===== config.mk =====
export PLATFORM = sky130hd
export DESIGN_NAME = i2c_slave_light_register
export DESIGN_NICKNAME = d
export VERILOG_FILES = /design/src/rtl/core/i2csl_pkg.sv /design/src/rtl/core/i2c_slave_light_register.sv
export VERILOG_INCLUDE_DIRS = /design/src /design/src/rtl/core
export SDC_FILE = /design/constraint.sdc
export NUM_CORES = 1
export LEC_CHECK = 0
export BUFFER_PORTS_ARGS = -buffer_cell sky130_fd_sc_hd__clkbuf_2
export CAP_MARGIN = 20
export CORE_UTILIZATION = 60
export DETAILED_ROUTE_END_ITERATION = 12
export PLACE_DENSITY = 0.77
export SLEW_MARGIN = 20
export SYNTH_ARGS = -nofsm -noshare
export SYNTH_HDL_FRONTEND = slang
export SYNTH_SLANG_ARGS = --single-unit

===== constraint.sdc =====
create_clock -name i_clk -period 2.6 [get_ports i_clk]
set_clock_uncertainty 0.1 [all_clocks]
set_input_delay 0.52 -clock i_clk [delete_from_list [all_inputs] [get_ports i_clk]]
set_output_delay 0.52 -clock i_clk [all_outputs]
set_load 0.03 [all_outputs]

===== src/rtl/core/i2c_slave_light_register_assert.svh =====
// Assertion macros used by the light register I2C slave RTL.
`ifndef I2C_SLAVE_LIGHT_REGISTER_ASSERT_SVH
`define I2C_SLAVE_LIGHT_REGISTER_ASSERT_SVH

// Same-cycle implication, checked on i_clk, dropped during reset.
`define I2CSL_ASSERT_IMPLY(lbl, ant, con) \
    lbl: assert property (@(posedge i_clk) disable iff (!i_rst_n) (ant) |-> (con)) \
        else $error("i2c slave: same-cycle check failed");

// Next-cycle implication, checked on i_clk, dropped during reset.
`define I2CSL_ASSERT_NEXT(lbl, ant, con) \
    lbl: assert property (@(posedge i_clk) disable iff (!i_rst_n) (ant) |=> (con)) \
        else $error("i2c slave: next-cycle check failed");

`endif


===== src/rtl/core/i2csl_pkg.sv =====
// Package with widths, register indexes and reset constants of the I2C slave.
`timescale 1ns / 1ps
`default_nettype none
package i2csl_pkg;
    localparam int CFG_IDX_W  = 2;
    localparam int CFG_DATA_W = 8;
    localparam int ADDR_W     = 7;
    localparam int BYTE_W     = 8;
    localparam int BIT_IDX_W  = 3;

    typedef enum logic [CFG_IDX_W-1:0] {
        CFG_DEVICE_ADDRESS = 2'd0,
        CFG_TYPE_CODE      = 2'd1
    } t_cfg_idx;

    localparam logic [BYTE_W-1:0]    DUTY_RESET    = 8'd30;
    localparam logic [ADDR_W-1:0]    ADDR_RESET    = 7'd1;
    localparam logic [BYTE_W-1:0]    TYPE_RESET    = 8'd0;
    localparam logic [BIT_IDX_W-1:0] BIT_IDX_FIRST = 3'd7;
    localparam logic [BYTE_W-1:0]    TOP_BIT       = 8'h80;
endpackage
`default_nettype wire


===== src/rtl/core/i2c_slave_light_register.sv =====
// Top level: oversampled I2C slave holding one light duty byte.
//
//  channel | direction | handshake                  | payload
//  --------+-----------+----------------------------+-------------------------------------
//  in      | in        | i_in_valid / o_in_ready    | i_scl_level, i_sda_level
//  out     | out       | o_out_valid / i_out_ready  | o_sda_pull_low, o_duty_value,
//          |           |                            | o_duty_updated
//  cfg     | in        | i_cfg_valid / o_cfg_ready  | i_cfg_index, i_cfg_data
//
// One line sample per cycle unless the output stalls: an accepted sample's result appears
// in the output register on the next cycle.
// The bus phase tracker and the output register advance together on each accepted sample.
// Reset (synchronous, active low) returns the tracker to idle with both lines high,
// duty to 30 and the data line released; the output register empties.
// A stalled output holds its result and blocks the input only while it stays full and unread.
`timescale 1ns / 1ps
`default_nettype none
module i2c_slave_light_register (
    input  wire logic                            i_clk,
    input  wire logic                            i_rst_n,
    // sample channel
    input  wire logic                            i_in_valid,
    output logic                                 o_in_ready,
    input  wire logic                            i_scl_level,
    input  wire logic                            i_sda_level,
    // result channel
    output logic                                 o_out_valid,
    input  wire logic                            i_out_ready,
    output logic                                 o_sda_pull_low,
    output logic [i2csl_pkg::BYTE_W-1:0]         o_duty_value,
    output logic                                 o_duty_updated,
    // configuration channel
    input  wire logic                            i_cfg_valid,
    output logic                                 o_cfg_ready,
    input  wire logic [i2csl_pkg::CFG_IDX_W-1:0] i_cfg_index,
    input  wire logic [i2csl_pkg::CFG_DATA_W-1:0] i_cfg_data
);

    // Bus phases; the letters after the group name tell which lines were last seen high.
    typedef enum logic [4:0] {
        P_IDLE_HIGH, P_IDLE_SDA, P_IDLE_SCL, P_IDLE_LOW,
        P_RD_HIGH, P_RD_SCL, P_RD_SDA, P_RD_LOW,
        P_AMW_HIGH, P_AMW_SCL, P_AMW_LOW, P_AMW_DONE,
        P_ACK_HIGH, P_ACK_SCL, P_ACK_LOW, P_ACK_DONE,
        P_WR_HIGH_IN, P_WR_SCL_IN, P_WR_SDA_IN, P_WR_LOW_IN,
        P_TX_HIGH, P_TX_LOW, P_TX_LAST,
        P_AR_SDA, P_AR_LOW
    } t_phase;

    // configuration
    logic [i2csl_pkg::ADDR_W-1:0]    r_dev_addr;
    logic [i2csl_pkg::BYTE_W-1:0]    r_type_code;

    // bus tracker state
    t_phase                          r_phase,     n_phase;
    logic [i2csl_pkg::BYTE_W-1:0]    r_shift,     n_shift;
    logic [i2csl_pkg::BIT_IDX_W-1:0] r_bit_idx,   n_bit_idx;
    logic [i2csl_pkg::BYTE_W-1:0]    r_duty,      n_duty;
    logic                            r_drive_low, n_drive_low;
    logic                            n_upd;

    // output register
    logic                            r_out_valid;
    logic                            r_out_pull_low;
    logic [i2csl_pkg::BYTE_W-1:0]    r_out_duty;
    logic                            r_out_upd;

    logic                            in_take;
    logic                            cfg_take;

    // Accept a new sample whenever the result register is empty or being drained.
    assign o_in_ready = !r_out_valid || i_out_ready;
    assign o_cfg_ready = 1'b1;
    assign in_take  = i_in_valid && o_in_ready;
    assign cfg_take = i_cfg_valid && o_cfg_ready;

    assign o_out_valid    = r_out_valid;
    assign o_sda_pull_low = r_out_pull_low;
    assign o_duty_value   = r_out_duty;
    assign o_duty_updated = r_out_upd;

    // Helpers for the bit counter and the address match.
    logic                            bit_last;
    logic [i2csl_pkg::BIT_IDX_W-1:0] bit_dec;
    logic [i2csl_pkg::BYTE_W-1:0]    shift_set;
    logic [i2csl_pkg::BYTE_W-1:0]    bit_mask;
    logic [i2csl_pkg::BYTE_W-1:0]    addr_rd;
    logic [i2csl_pkg::BYTE_W-1:0]    addr_wr;

    assign bit_last  = (r_bit_idx == '0);
    assign bit_dec   = r_bit_idx - 1'b1;
    assign bit_mask  = i2csl_pkg::BYTE_W'(1) << r_bit_idx;
    assign shift_set = r_shift | bit_mask;
    assign addr_rd   = {r_dev_addr, 1'b1};
    assign addr_wr   = {r_dev_addr, 1'b0};

    always_comb begin
        n_phase     = r_phase;
        n_shift     = r_shift;
        n_bit_idx   = r_bit_idx;
        n_duty      = r_duty;
        n_drive_low = r_drive_low;
        n_upd       = 1'b0;
        case (r_phase)
            P_IDLE_HIGH: begin
                // Start: data falls while clock stays high.
                if (!i_sda_level) begin
                    n_shift   = '0;
                    n_bit_idx = i2csl_pkg::BIT_IDX_FIRST;
                    n_phase   = P_RD_SCL;
                end else if (!i_scl_level) begin
                    n_phase = P_IDLE_SDA;
                end
            end
            P_IDLE_SCL: begin
                if (i_sda_level)       n_phase = P_IDLE_HIGH;
                else if (!i_scl_level) n_phase = P_IDLE_LOW;
            end
            P_IDLE_SDA: begin
                if (!i_sda_level)     n_phase = P_IDLE_LOW;
                else if (i_scl_level) n_phase = P_IDLE_HIGH;
            end
            P_IDLE_LOW: begin
                if (i_sda_level)      n_phase = P_IDLE_SDA;
                else if (i_scl_level) n_phase = P_IDLE_SCL;
            end
            P_RD_LOW: begin
                // Clock rises on a zero address bit.
                if (i_scl_level) begin
                    n_bit_idx = bit_dec;
                    if (!bit_last) begin
                        n_phase = P_RD_SCL;
                    end else if (r_shift == addr_rd) begin
                        n_bit_idx = i2csl_pkg::BIT_IDX_FIRST;
                        n_shift   = r_type_code;
                        n_phase   = P_ACK_SCL;
                    end else if (r_shift == addr_wr) begin
                        n_bit_idx = i2csl_pkg::BIT_IDX_FIRST;
                        n_shift   = '0;
                        n_phase   = P_AMW_SCL;
                    end else begin
                        n_phase = P_IDLE_SCL;
                    end
                end else if (i_sda_level) begin
                    n_phase = P_RD_SDA;
                end
            end
            P_RD_HIGH: begin
                if (!i_scl_level)      n_phase = P_RD_SDA;
                else if (!i_sda_level) n_phase = P_RD_SCL;
            end
            P_RD_SCL: begin
                if (!i_scl_level)     n_phase = P_RD_LOW;
                else if (i_sda_level) n_phase = P_RD_HIGH;
            end
            P_RD_SDA: begin
                // Clock rises on a one address bit.
                if (i_scl_level) begin
                    n_shift   = shift_set;
                    n_bit_idx = bit_dec;
                    if (!bit_last) begin
                        n_phase = P_RD_HIGH;
                    end else if (shift_set == addr_rd) begin
                        n_bit_idx = i2csl_pkg::BIT_IDX_FIRST;
                        n_shift   = r_type_code;
                        n_phase   = P_ACK_HIGH;
                    end else if (shift_set == addr_wr) begin
                        n_bit_idx = i2csl_pkg::BIT_IDX_FIRST;
                        n_shift   = '0;
                        n_phase   = P_AMW_HIGH;
                    end else begin
                        n_phase = P_IDLE_HIGH;
                    end
                end else if (!i_sda_level) begin
                    n_phase = P_RD_LOW;
                end
            end
            P_AMW_HIGH: begin
                if (!i_scl_level) begin
                    n_drive_low = 1'b1;
                    n_phase     = P_AMW_LOW;
                end else if (!i_sda_level) begin
                    n_phase = P_IDLE_SCL;
                end
            end
            P_AMW_SCL: begin
                if (!i_scl_level) begin
                    n_drive_low = 1'b1;
                    n_phase     = P_AMW_LOW;
                end else if (i_sda_level) begin
                    n_phase = P_IDLE_HIGH;
                end
            end
            P_AMW_LOW: begin
                if (i_scl_level) n_phase = P_AMW_DONE;
            end
            P_AMW_DONE: begin
                if (!i_scl_level) begin
                    n_drive_low = 1'b0;
                    n_phase     = P_WR_SDA_IN;
                end
            end
            P_ACK_HIGH: begin
                if (!i_scl_level) begin
                    n_drive_low = 1'b1;
                    n_phase     = P_ACK_LOW;
                end else if (!i_sda_level) begin
                    n_phase = P_IDLE_SCL;
                end
            end
            P_ACK_SCL: begin
                if (!i_scl_level) begin
                    n_drive_low = 1'b1;
                    n_phase     = P_ACK_LOW;
                end else if (i_sda_level) begin
                    n_phase = P_IDLE_HIGH;
                end
            end
            P_ACK_LOW: begin
                if (i_scl_level) n_phase = P_ACK_DONE;
            end
            P_ACK_DONE: begin
                // Put the top bit of the byte to send on the line.
                if (!i_scl_level) begin
                    n_drive_low = ((r_shift & i2csl_pkg::TOP_BIT) == '0);
                    n_phase     = P_TX_LOW;
                end
            end
            P_WR_LOW_IN: begin
                if (i_scl_level) begin
                    n_bit_idx = bit_dec;
                    if (bit_last) begin
                        n_duty  = r_shift;
                        n_upd   = 1'b1;
                        n_phase = P_IDLE_SCL;
                    end else begin
                        n_phase = P_WR_SCL_IN;
                    end
                end else if (i_sda_level) begin
                    n_phase = P_WR_SDA_IN;
                end
            end
            P_WR_HIGH_IN: begin
                if (!i_scl_level)      n_phase = P_WR_SDA_IN;
                else if (!i_sda_level) n_phase = P_WR_SCL_IN;
            end
            P_WR_SCL_IN: begin
                if (!i_scl_level)     n_phase = P_WR_LOW_IN;
                else if (i_sda_level) n_phase = P_WR_HIGH_IN;
            end
            P_WR_SDA_IN: begin
                if (i_scl_level) begin
                    n_shift   = shift_set;
                    n_bit_idx = bit_dec;
                    if (bit_last) begin
                        n_duty  = shift_set;
                        n_upd   = 1'b1;
                        n_phase = P_IDLE_HIGH;
                    end else begin
                        n_phase = P_WR_HIGH_IN;
                    end
                end else if (!i_sda_level) begin
                    n_phase = P_WR_LOW_IN;
                end
            end
            P_TX_HIGH: begin
                if (!i_scl_level) begin
                    n_drive_low = ((r_shift & bit_mask) == '0);
                    n_phase     = P_TX_LOW;
                end
            end
            P_TX_LOW: begin
                if (i_scl_level) begin
                    n_bit_idx = bit_dec;
                    n_phase   = bit_last ? P_TX_LAST : P_TX_HIGH;
                end
            end
            P_TX_LAST: begin
                // Release the line for the master's ack.
                if (!i_scl_level) begin
                    n_drive_low = 1'b0;
                    n_phase     = P_AR_SDA;
                end
            end
            P_AR_SDA: begin
                if (i_scl_level)       n_phase = P_IDLE_HIGH;
                else if (!i_sda_level) n_phase = P_AR_LOW;
            end
            P_AR_LOW: begin
                // Master acked: load the duty byte for the next read byte.
                if (i_scl_level) begin
                    n_shift   = r_duty;
                    n_bit_idx = i2csl_pkg::BIT_IDX_FIRST;
                    n_phase   = P_ACK_DONE;
                end else if (i_sda_level) begin
                    n_phase = P_AR_SDA;
                end
            end
            default: begin
                n_phase = P_IDLE_HIGH;
            end
        endcase
    end

    // State, configuration and the result register.
    always_ff @(posedge i_clk) begin
        if (!i_rst_n) begin
            r_dev_addr  <= i2csl_pkg::ADDR_RESET;
            r_type_code <= i2csl_pkg::TYPE_RESET;
            r_phase     <= P_IDLE_HIGH;
            r_shift     <= '0;
            r_bit_idx   <= i2csl_pkg::BIT_IDX_FIRST;
            r_duty      <= i2csl_pkg::DUTY_RESET;
            r_drive_low <= 1'b0;
            r_out_valid <= 1'b0;
        end else begin
            if (cfg_take) begin
                case (i_cfg_index)
                    i2csl_pkg::CFG_DEVICE_ADDRESS: r_dev_addr  <= i_cfg_data[i2csl_pkg::ADDR_W-1:0];
                    i2csl_pkg::CFG_TYPE_CODE:      r_type_code <= i_cfg_data;
                    default: ;
                endcase
            end
            if (in_take) begin
                r_phase     <= n_phase;
                r_shift     <= n_shift;
                r_bit_idx   <= n_bit_idx;
                r_duty      <= n_duty;
                r_drive_low <= n_drive_low;
                r_out_valid <= 1'b1;
            end else if (i_out_ready) begin
                r_out_valid <= 1'b0;
            end
        end
    end

    // Result payload: loaded with each accepted sample, no reset needed.
    always_ff @(posedge i_clk) begin
        if (in_take) begin
            r_out_pull_low <= n_drive_low;
            r_out_duty     <= n_duty;
            r_out_upd      <= n_upd;
        end
    end

`include "i2c_slave_light_register_assert.svh"

    // The held result always mirrors the tracker's duty and drive.
    `I2CSL_ASSERT_IMPLY(a_duty_mirror, r_out_valid, r_out_duty == r_duty)
    `I2CSL_ASSERT_IMPLY(a_drive_mirror, r_out_valid, r_out_pull_low == r_drive_low)
    // A duty write always ends in an idle phase with the line released.
    `I2CSL_ASSERT_IMPLY(a_upd_idle, r_out_valid && r_out_upd,
        (r_phase == P_IDLE_HIGH || r_phase == P_IDLE_SCL) && !r_drive_low)
    // Every accepted sample leaves a result behind.
    `I2CSL_ASSERT_NEXT(a_take_result, in_take, r_out_valid)

endmodule
`default_nettype wire

==> results.yml, run 1 <==
global_route:
  grt_max_degree: 21
  antenna_found_initial: 0
  grt_use_total_pct: 35.00
  grt_pass1_wl_um: 16950
  grt_overflow: 0
  grt_pass1_vias: 3484
yosys:
  ys_seq_area_share_pct: 31.15
  synth_seq_cells: 51
  synth_nets: 473
  async_flop_share_pct: 0
  syn_area_um2: 3598
  ys_warn_count: 0
  synth_edf_count: 10
  synthFlopType: "dfxtp_1"
  synthCells: 451
  synth_area_per_cell_um2: 7.979
  synth.distinct_cells: 71
detailed_routing:
  viasPerCell: 6.579
  drt-initial-drc-count: 486
  antenna_left: 0
  first_pass_iters: 5
  route.detailed.drc: 0
  vias: 3684
  drt_wl_total_um: 10480
  wl_per_cell_um: 18.71
timing:
  post-route-period-util_pct: 94.39
  finalSetupTns_ns: 0
  setup_viol: 0
  fin_crit_ns: 2.454
  fmax_mhz: 407.5
  rsz0062_at_grt: "false"
  slew_headroom_pct: 60.63
  drv_slew: 0
  hold_viol: 0
  worst_pin_slew_ns: 0.5906
worst_setup_path:
  start_kind: "flip-flop"
  crit_required_ns: 2.74
  path_max_fanout: 17
  rr_worst_depth: 7
  reg2reg_from: "r_phase[1]"
  timing.rr.end: "r_phase[3]"
  endpoint_kind: "flip-flop"
  max_stage_delay_ns: 0.63
  path_delay_family: "compound AO/OA/AOI/OAI gates"
  critPathLaunch: "r_phase[1]"
  worstSetupPathType: "reg2reg"
  crit_arrival_ns: 2.60
  reg2reg_slack_ns: 0.15
  path_buf_inv: 1
  crit_path_cell_trace: "buf_4 -> nand2b_1 -> o21ai_0 -> a2111o_1 -> o32ai_2 -> nand2_1 -> o22ai_1"
  crit_slowest_cell: "dfxtp_1"
floorplanning:
  fp.dieArea_um2: 6312
  initial_core_util_pct: 63.78
  ioPinCount: 30
  rows: 27
  fp.dieW_um: 79.45
  core_um2: 5642
  fp.dieH_um: 79.45
final_layout:
  multiInputGateArea_um2: 2247
  fin_area_um2: 4065
  stdcell_count: 560
  drive_gt1_share_pct: 17.83
  nets: 509
  regArea_um2: 1122
  mostFrequentLayoutCells: "nor2_1 (40), dfxtp_1 (40), nand2_1 (39)"
  n_fill_cell: 446
  antenna_cells: 0
  areaGrowthSynthToFinish_pct: 12.97
power_and_ir_drop:
  p_leak_nw: 1.667
  cellPowerDensity_nw_per_um2: 461.2
  vdd_drop_max_v: 0.0004117
cts:
  clk_path_buf_depth: 2
  cts_tree: "yes"
  ctsHtreeMaxLevel: 2
  post_cts_buffers: 0
  cts_buffers: 5
  clk-insertion-delay-late_ns: 0.31
  clk_pin_slew_worst_paths_ns: 0.10
  postCtsHoldBufs: 0
  ctsResizeCount: 0
  clock_sinks: 51
  clockRootBuffer: "clkbuf_8"
worst_hold_path:
  holdCritStartpoint: "i_in_valid"
  hold_path_end: "o_out_valid"
  hp-class: "in2reg"
  hold_depth: 3
outcome:
  status: "complete, no violations"
flow_run:
  cap_violations: 0
place:
  dp_cells: 552
  dp_hpwl_um: 7737
  gp_congestion: 1.034
  dpl_cell_area_um2: 3949
  numPortBuffers: 28
[cells in the mapped netlist, drive strengths merged (4+ instances only)]
cell type	instances	area share, %
nor4	8	2.2
nand3	18	2.6
a21o	6	1.3
o31ai	4	0.83
clkbuf	14	1.5
o21ai	29	4.0
nor2b	14	2.4
o211ai	5	1.0
xor2	10	2.4
nor3	12	1.7
dfxtp	41	23
nand4	4	0.70
a21oi	22	3.1
mux2i	19	5.3
ha	5	1.7
nand3b	5	1.0
a31oi	13	2.3
o22ai	7	1.2
a22oi	4	0.83
and3	5	0.87
nand2b	9	1.6
buf	21	3.1
inv	17	1.8
a2bb2oi	8	1.9
nor2	41	4.3
edfxtp	10	8.3
nand2	39	4.1
a222oi	7	1.9
or3	5	0.87
[power breakdown]
group / switching, mW / internal, mW / total [mW]
clock: 0.274 / 0.290 / 0.564
combinational: 0.256 / 0.174 / 0.430
sequential: 0.0407 / 0.840 / 0.881
total: 0.571 / 1.30 / 1.87
[kinds of logic after synthesis]
group / count (synthesis) / synth area share, %
AO/OA/AOI/OAI: 129 / 24.72
XOR/XNOR: 13 / 3.373
adder cells (fa/ha/maj): 5 / 1.739
buffers and inverters: 53 / 6.398
flip-flops: 51 / 31.15
multiplexers: 22 / 6.224
other: 1 / 0.1042
AND/OR/NAND/NOR: 177 / 26.29
[per-stage QoR]
stage / util [%] / total power, mW / hold slack [ns] / worst slack, ns
4_1_cts: 72.03 / 1.864 / 0.3414 / 0.2089
6_report: 72.06 / 1.875 / 0.3442 / 0.1459
3_5_place_dp: 69.99 / 1.314 / 0.3938 / 0.2101
2_1_floorplan: - / 1.178 / 0.3580 / 0.1094
5_1_grt: 72.06 / 1.947 / 0.3488 / 0.02342
3_3_place_gp: 69.99 / 1.306 / 0.3791 / 0.2924
[state kept, by name, summed over array words and instances (netlist names)]
name            cells
o_duty_updated      1
o_duty_value        8
o_out_valid         1
o_sda_pull_low      1
r_bit_idx           3
r_dev_addr          7
r_drive_low         1
r_duty              8
r_phase             5
r_shift             8
r_type_code         8
[tightest hold or removal path, cell delays in order]
cell      delay (ns)
clkbuf_2        0.09
inv_1           0.05
a21oi_1         0.05
[routing by layer]
layer | vias up | global-route usage [%] | part of all wire (%)
li1 | 1740 | - | -
met2 | 214 | 53.33 | 44
met5 | - | 0 | 0
met3 | 36 | 7.314 | 10
met1 | 1694 | 47.82 | 43
met4 | 0 | 14.36 | 2.8
[worst max-delay path by stage]
stage,end,slack (ns),depth (start not counted)
floorplan,r_phase[4],0.11,7
global placement,r_shift[0],0.29,9
detailed placement,r_duty[2],0.21,8
CTS,r_shift[0],0.21,9
global route,r_shift[7],0.02,9
finish,r_phase[3],0.15,7
[area by class of cell]
class                           count  area share, %
Inverter                           18          1.662
Timing Repair Buffer               64          10.40
Tap cell                           72          2.216
Sequential cell                    51          27.61
Clock buffer                        5          1.693
Clock inverter                      3          1.139
Multi-Input combinational cell    347          55.28
Power figures use the tool's default switching activity.
==> run 2: changes to the inputs <==
- ABC_AREA: unset -> 1
- CORE_UTILIZATION: 60 -> 61
- PLACE_DENSITY: 0.77 -> 0.78
==> run 2 against run 1 <==
Non-clock buffer count is 27 lower. Fmax is 2.9% higher. Largest cell class unchanged. Register-to-register slack better by 0.07 ns. Cell area is 2.6% higher. Synthesized cell count is 42% higher. First-iteration DRC count is 27% higher. Sequential power is 3.7% higher.
==> results.yml, run 2 <==
yosys:
  synth.distinct_cells: 39
  ys_seq_area_share_pct: 28.75
  yosys.area.top_type_share_pct: 21.05
  synth.area.top_cells: "dfxtp_1 (21%), nand2_1 (20%), a21oi_1 (8.3%)"
  post-synth-top-area-cell: "dfxtp_1"
  synth_most_common_cell: "nand2_1"
  ys_warn_count: 0
  syn_area_um2: 3899
  synthCells: 639
  synth_area_per_cell_um2: 6.101
  synth_commonest_cells: "nand2_1 (207), a21oi_1 (65), inv_1 (64)"
  synth_seq_cells: 51
  synthFlopType: "dfxtp_1"
  synth_nets: 661
  synth_edf_count: 10
  async_flop_share_pct: 0
timing:
  worst_pin_slew_ns: 0.8477
  fin_ws_ns: 0.2148
  setup_viol: 0
  holdWs_ns: 0.3616
  hold_viol: 0
  slew_headroom_pct: 43.42
  fmax_mhz: 419.3
  post-route-period-util_pct: 91.74
  drv_slew: 0
  fin_crit_ns: 2.385
  rsz0062_at_grt: "false"
  finalSetupTns_ns: 0
worst_setup_path:
  crit_required_ns: 2.67
  max_stage_delay_ns: 0.37
  crit_slowest_cell: "dfxtp_1"
  worstSetupPathType: "reg2reg"
  endpoint_kind: "flip-flop"
  start_kind: "flip-flop"
  crit_path_frequent_cell: "nand2_1"
  path_max_fanout: 7
  crit_arrival_ns: 2.46
  crit_path_cell_trace: "inv_1 -> ha_1 -> nand2_1 -> nand2_1 -> nand2_1 -> nand2_1 -> nand2_1 -> nor2_1 -> nand2_1 -> nand2_1 -> nand2_1 -> nand2_1 -> nand2_1 -> nand2_1 -> a21oi_1"
global_route:
  grt_use_total_pct: 37.00
  grt_overflow: 0
  grt_pass1_vias: 3920
  antenna_found_initial: 0
  grt_pass1_wl_um: 18820
  grt_max_degree: 24
power_and_ir_drop:
  intPower_mw: 1.234
  pwr-share-clk_pct: 24.7
  switching_share_pct: 37.59
  cellPowerDensity_nw_per_um2: 474.0
  p_leak_nw: 2.044
  p_total_mw: 1.977
  power.switching_uw: 743.2
  vdd_drop_max_v: 0.0004442
  p_comb_share_pct: 29.0
  seqPwrFrac_pct: 46.2
detailed_routing:
  drt-initial-drc-count: 617
  route.detailed.drc: 0
  antenna_left: 0
  drt_wl_total_um: 11920
  first_pass_iters: 6
  vias: 4412
  wl_per_cell_um: 16.18
  viasPerCell: 5.986
place:
  dpl_cell_area_um2: 4074
  dp_cells: 729
  gp_congestion: 0.9969
  dp_hpwl_um: 9379
  numPortBuffers: 28
  dp_slack_ns: 0.3023
cts:
  postCtsHoldBufs: 0
  cts_buffers: 5
  clk_path_buf_depth: 2
  post_cts_buffers: 0
  clk-insertion-delay-late_ns: 0.31
  clockRootBuffer: "clkbuf_8"
  clock_sinks: 51
  ctsResizeCount: 0
  cts_tree: "yes"
  ctsHtreeMaxLevel: 2
  clk_pin_slew_worst_paths_ns: 0.11
final_layout:
  mostFrequentLayoutCells: "nand2_1 (207), a21oi_1 (65), inv_1 (64)"
  fin_area_um2: 4172
  nets: 683
  stdcell_count: 737
  multiInputGateArea_um2: 2366
  fin_util_pct: 69.23
  regArea_um2: 1121
  n_fill_cell: 529
  final_common_cell: "nand2_1"
  drive_gt1_share_pct: 12.69
  antenna_cells: 0
  areaGrowthSynthToFinish_pct: 6.996
floorplanning:
  initial_core_util_pct: 64.70
  ioPinCount: 30
  fp.dieArea_um2: 6715
  core_um2: 6026
  rows: 28
  fp.dieH_um: 81.95
  fp.dieW_um: 81.95
worst_hold_path:
  hp-class: "in2reg"
flow_run:
  cap_violations: 0
outcome:
  status: "complete, no violations"
run 2: changes by cell type in the layout (fill, tap and decap cells not counted), sizes merged, moves of 12 or more:
cell   previous run  this run
mux2i            19         0
buf              36         9
o21ai            29        51
inv              18        76
nand2            39       217
nor2             41        74
nor2b            14         0
nand3            18        39
a31oi            13         1
a21oi            22        65
run 2: routing by layer:
metal,global-route usage [%],share of wire [%],vias up
li1,-,-,2119
met1,51.18,42,1971
met2,56.28,43,294
met3,10.22,14,28
met4,9.123,1.4,0
met5,0,0,-
run 2: cells by family after synthesis:
group | Yosys count | share of synthesized area (%)
adders and majority gates | 5 | 1.605
buffers and inverters | 98 | 10.56
xor gates and xnor gates | 2 | 0.4494
DFF | 51 | 28.75
AOI/OAI and AO/OA | 133 | 18.45
other | 1 | 0.09618
and+or+nand+nor | 349 | 40.08
run 2: cell type report:
type / count / area share, %
sequential: 51 / 26.87
inverter: 76 / 6.839
multi-input combinational: 490 / 56.72
tap: 75 / 2.250
clock buffer: 5 / 1.650
timing repair buffer: 37 / 4.979
clock inverter: 3 / 0.6899
run 2: path summary, 6_finish.rpt:
kind	startpoint	to	slack, ns	cells after the start
max	r_bit_idx[0]	r_shift[6]	0.21	15
min	i_cfg_data[0]	r_type_code[0]	0.36	3
max reg2reg	r_bit_idx[0]	r_shift[6]	0.21	15
min reg2reg	r_type_code[5]	r_type_code[5]	0.39	2
run 2: power by group through the flow:
stage                     Clock (mW)  Combinational [mW]  Sequential, mW
after floorplan                    0               0.428           0.917
after global placement             0               0.549           0.924
after detailed placement           0               0.555           0.929
after CTS                      0.490               0.558           0.911
after global routing           0.529               0.632           0.919
final                          0.489               0.574           0.914
run 2: worst max-delay path, delay by kind of cell, from the launching register on:
family	cells	cell delay, ns
buf+inv	1	0.12
simple gates	12	1.40
fa+ha+maj	1	0.22
flops	1	0.37
compound gates	1	0.06
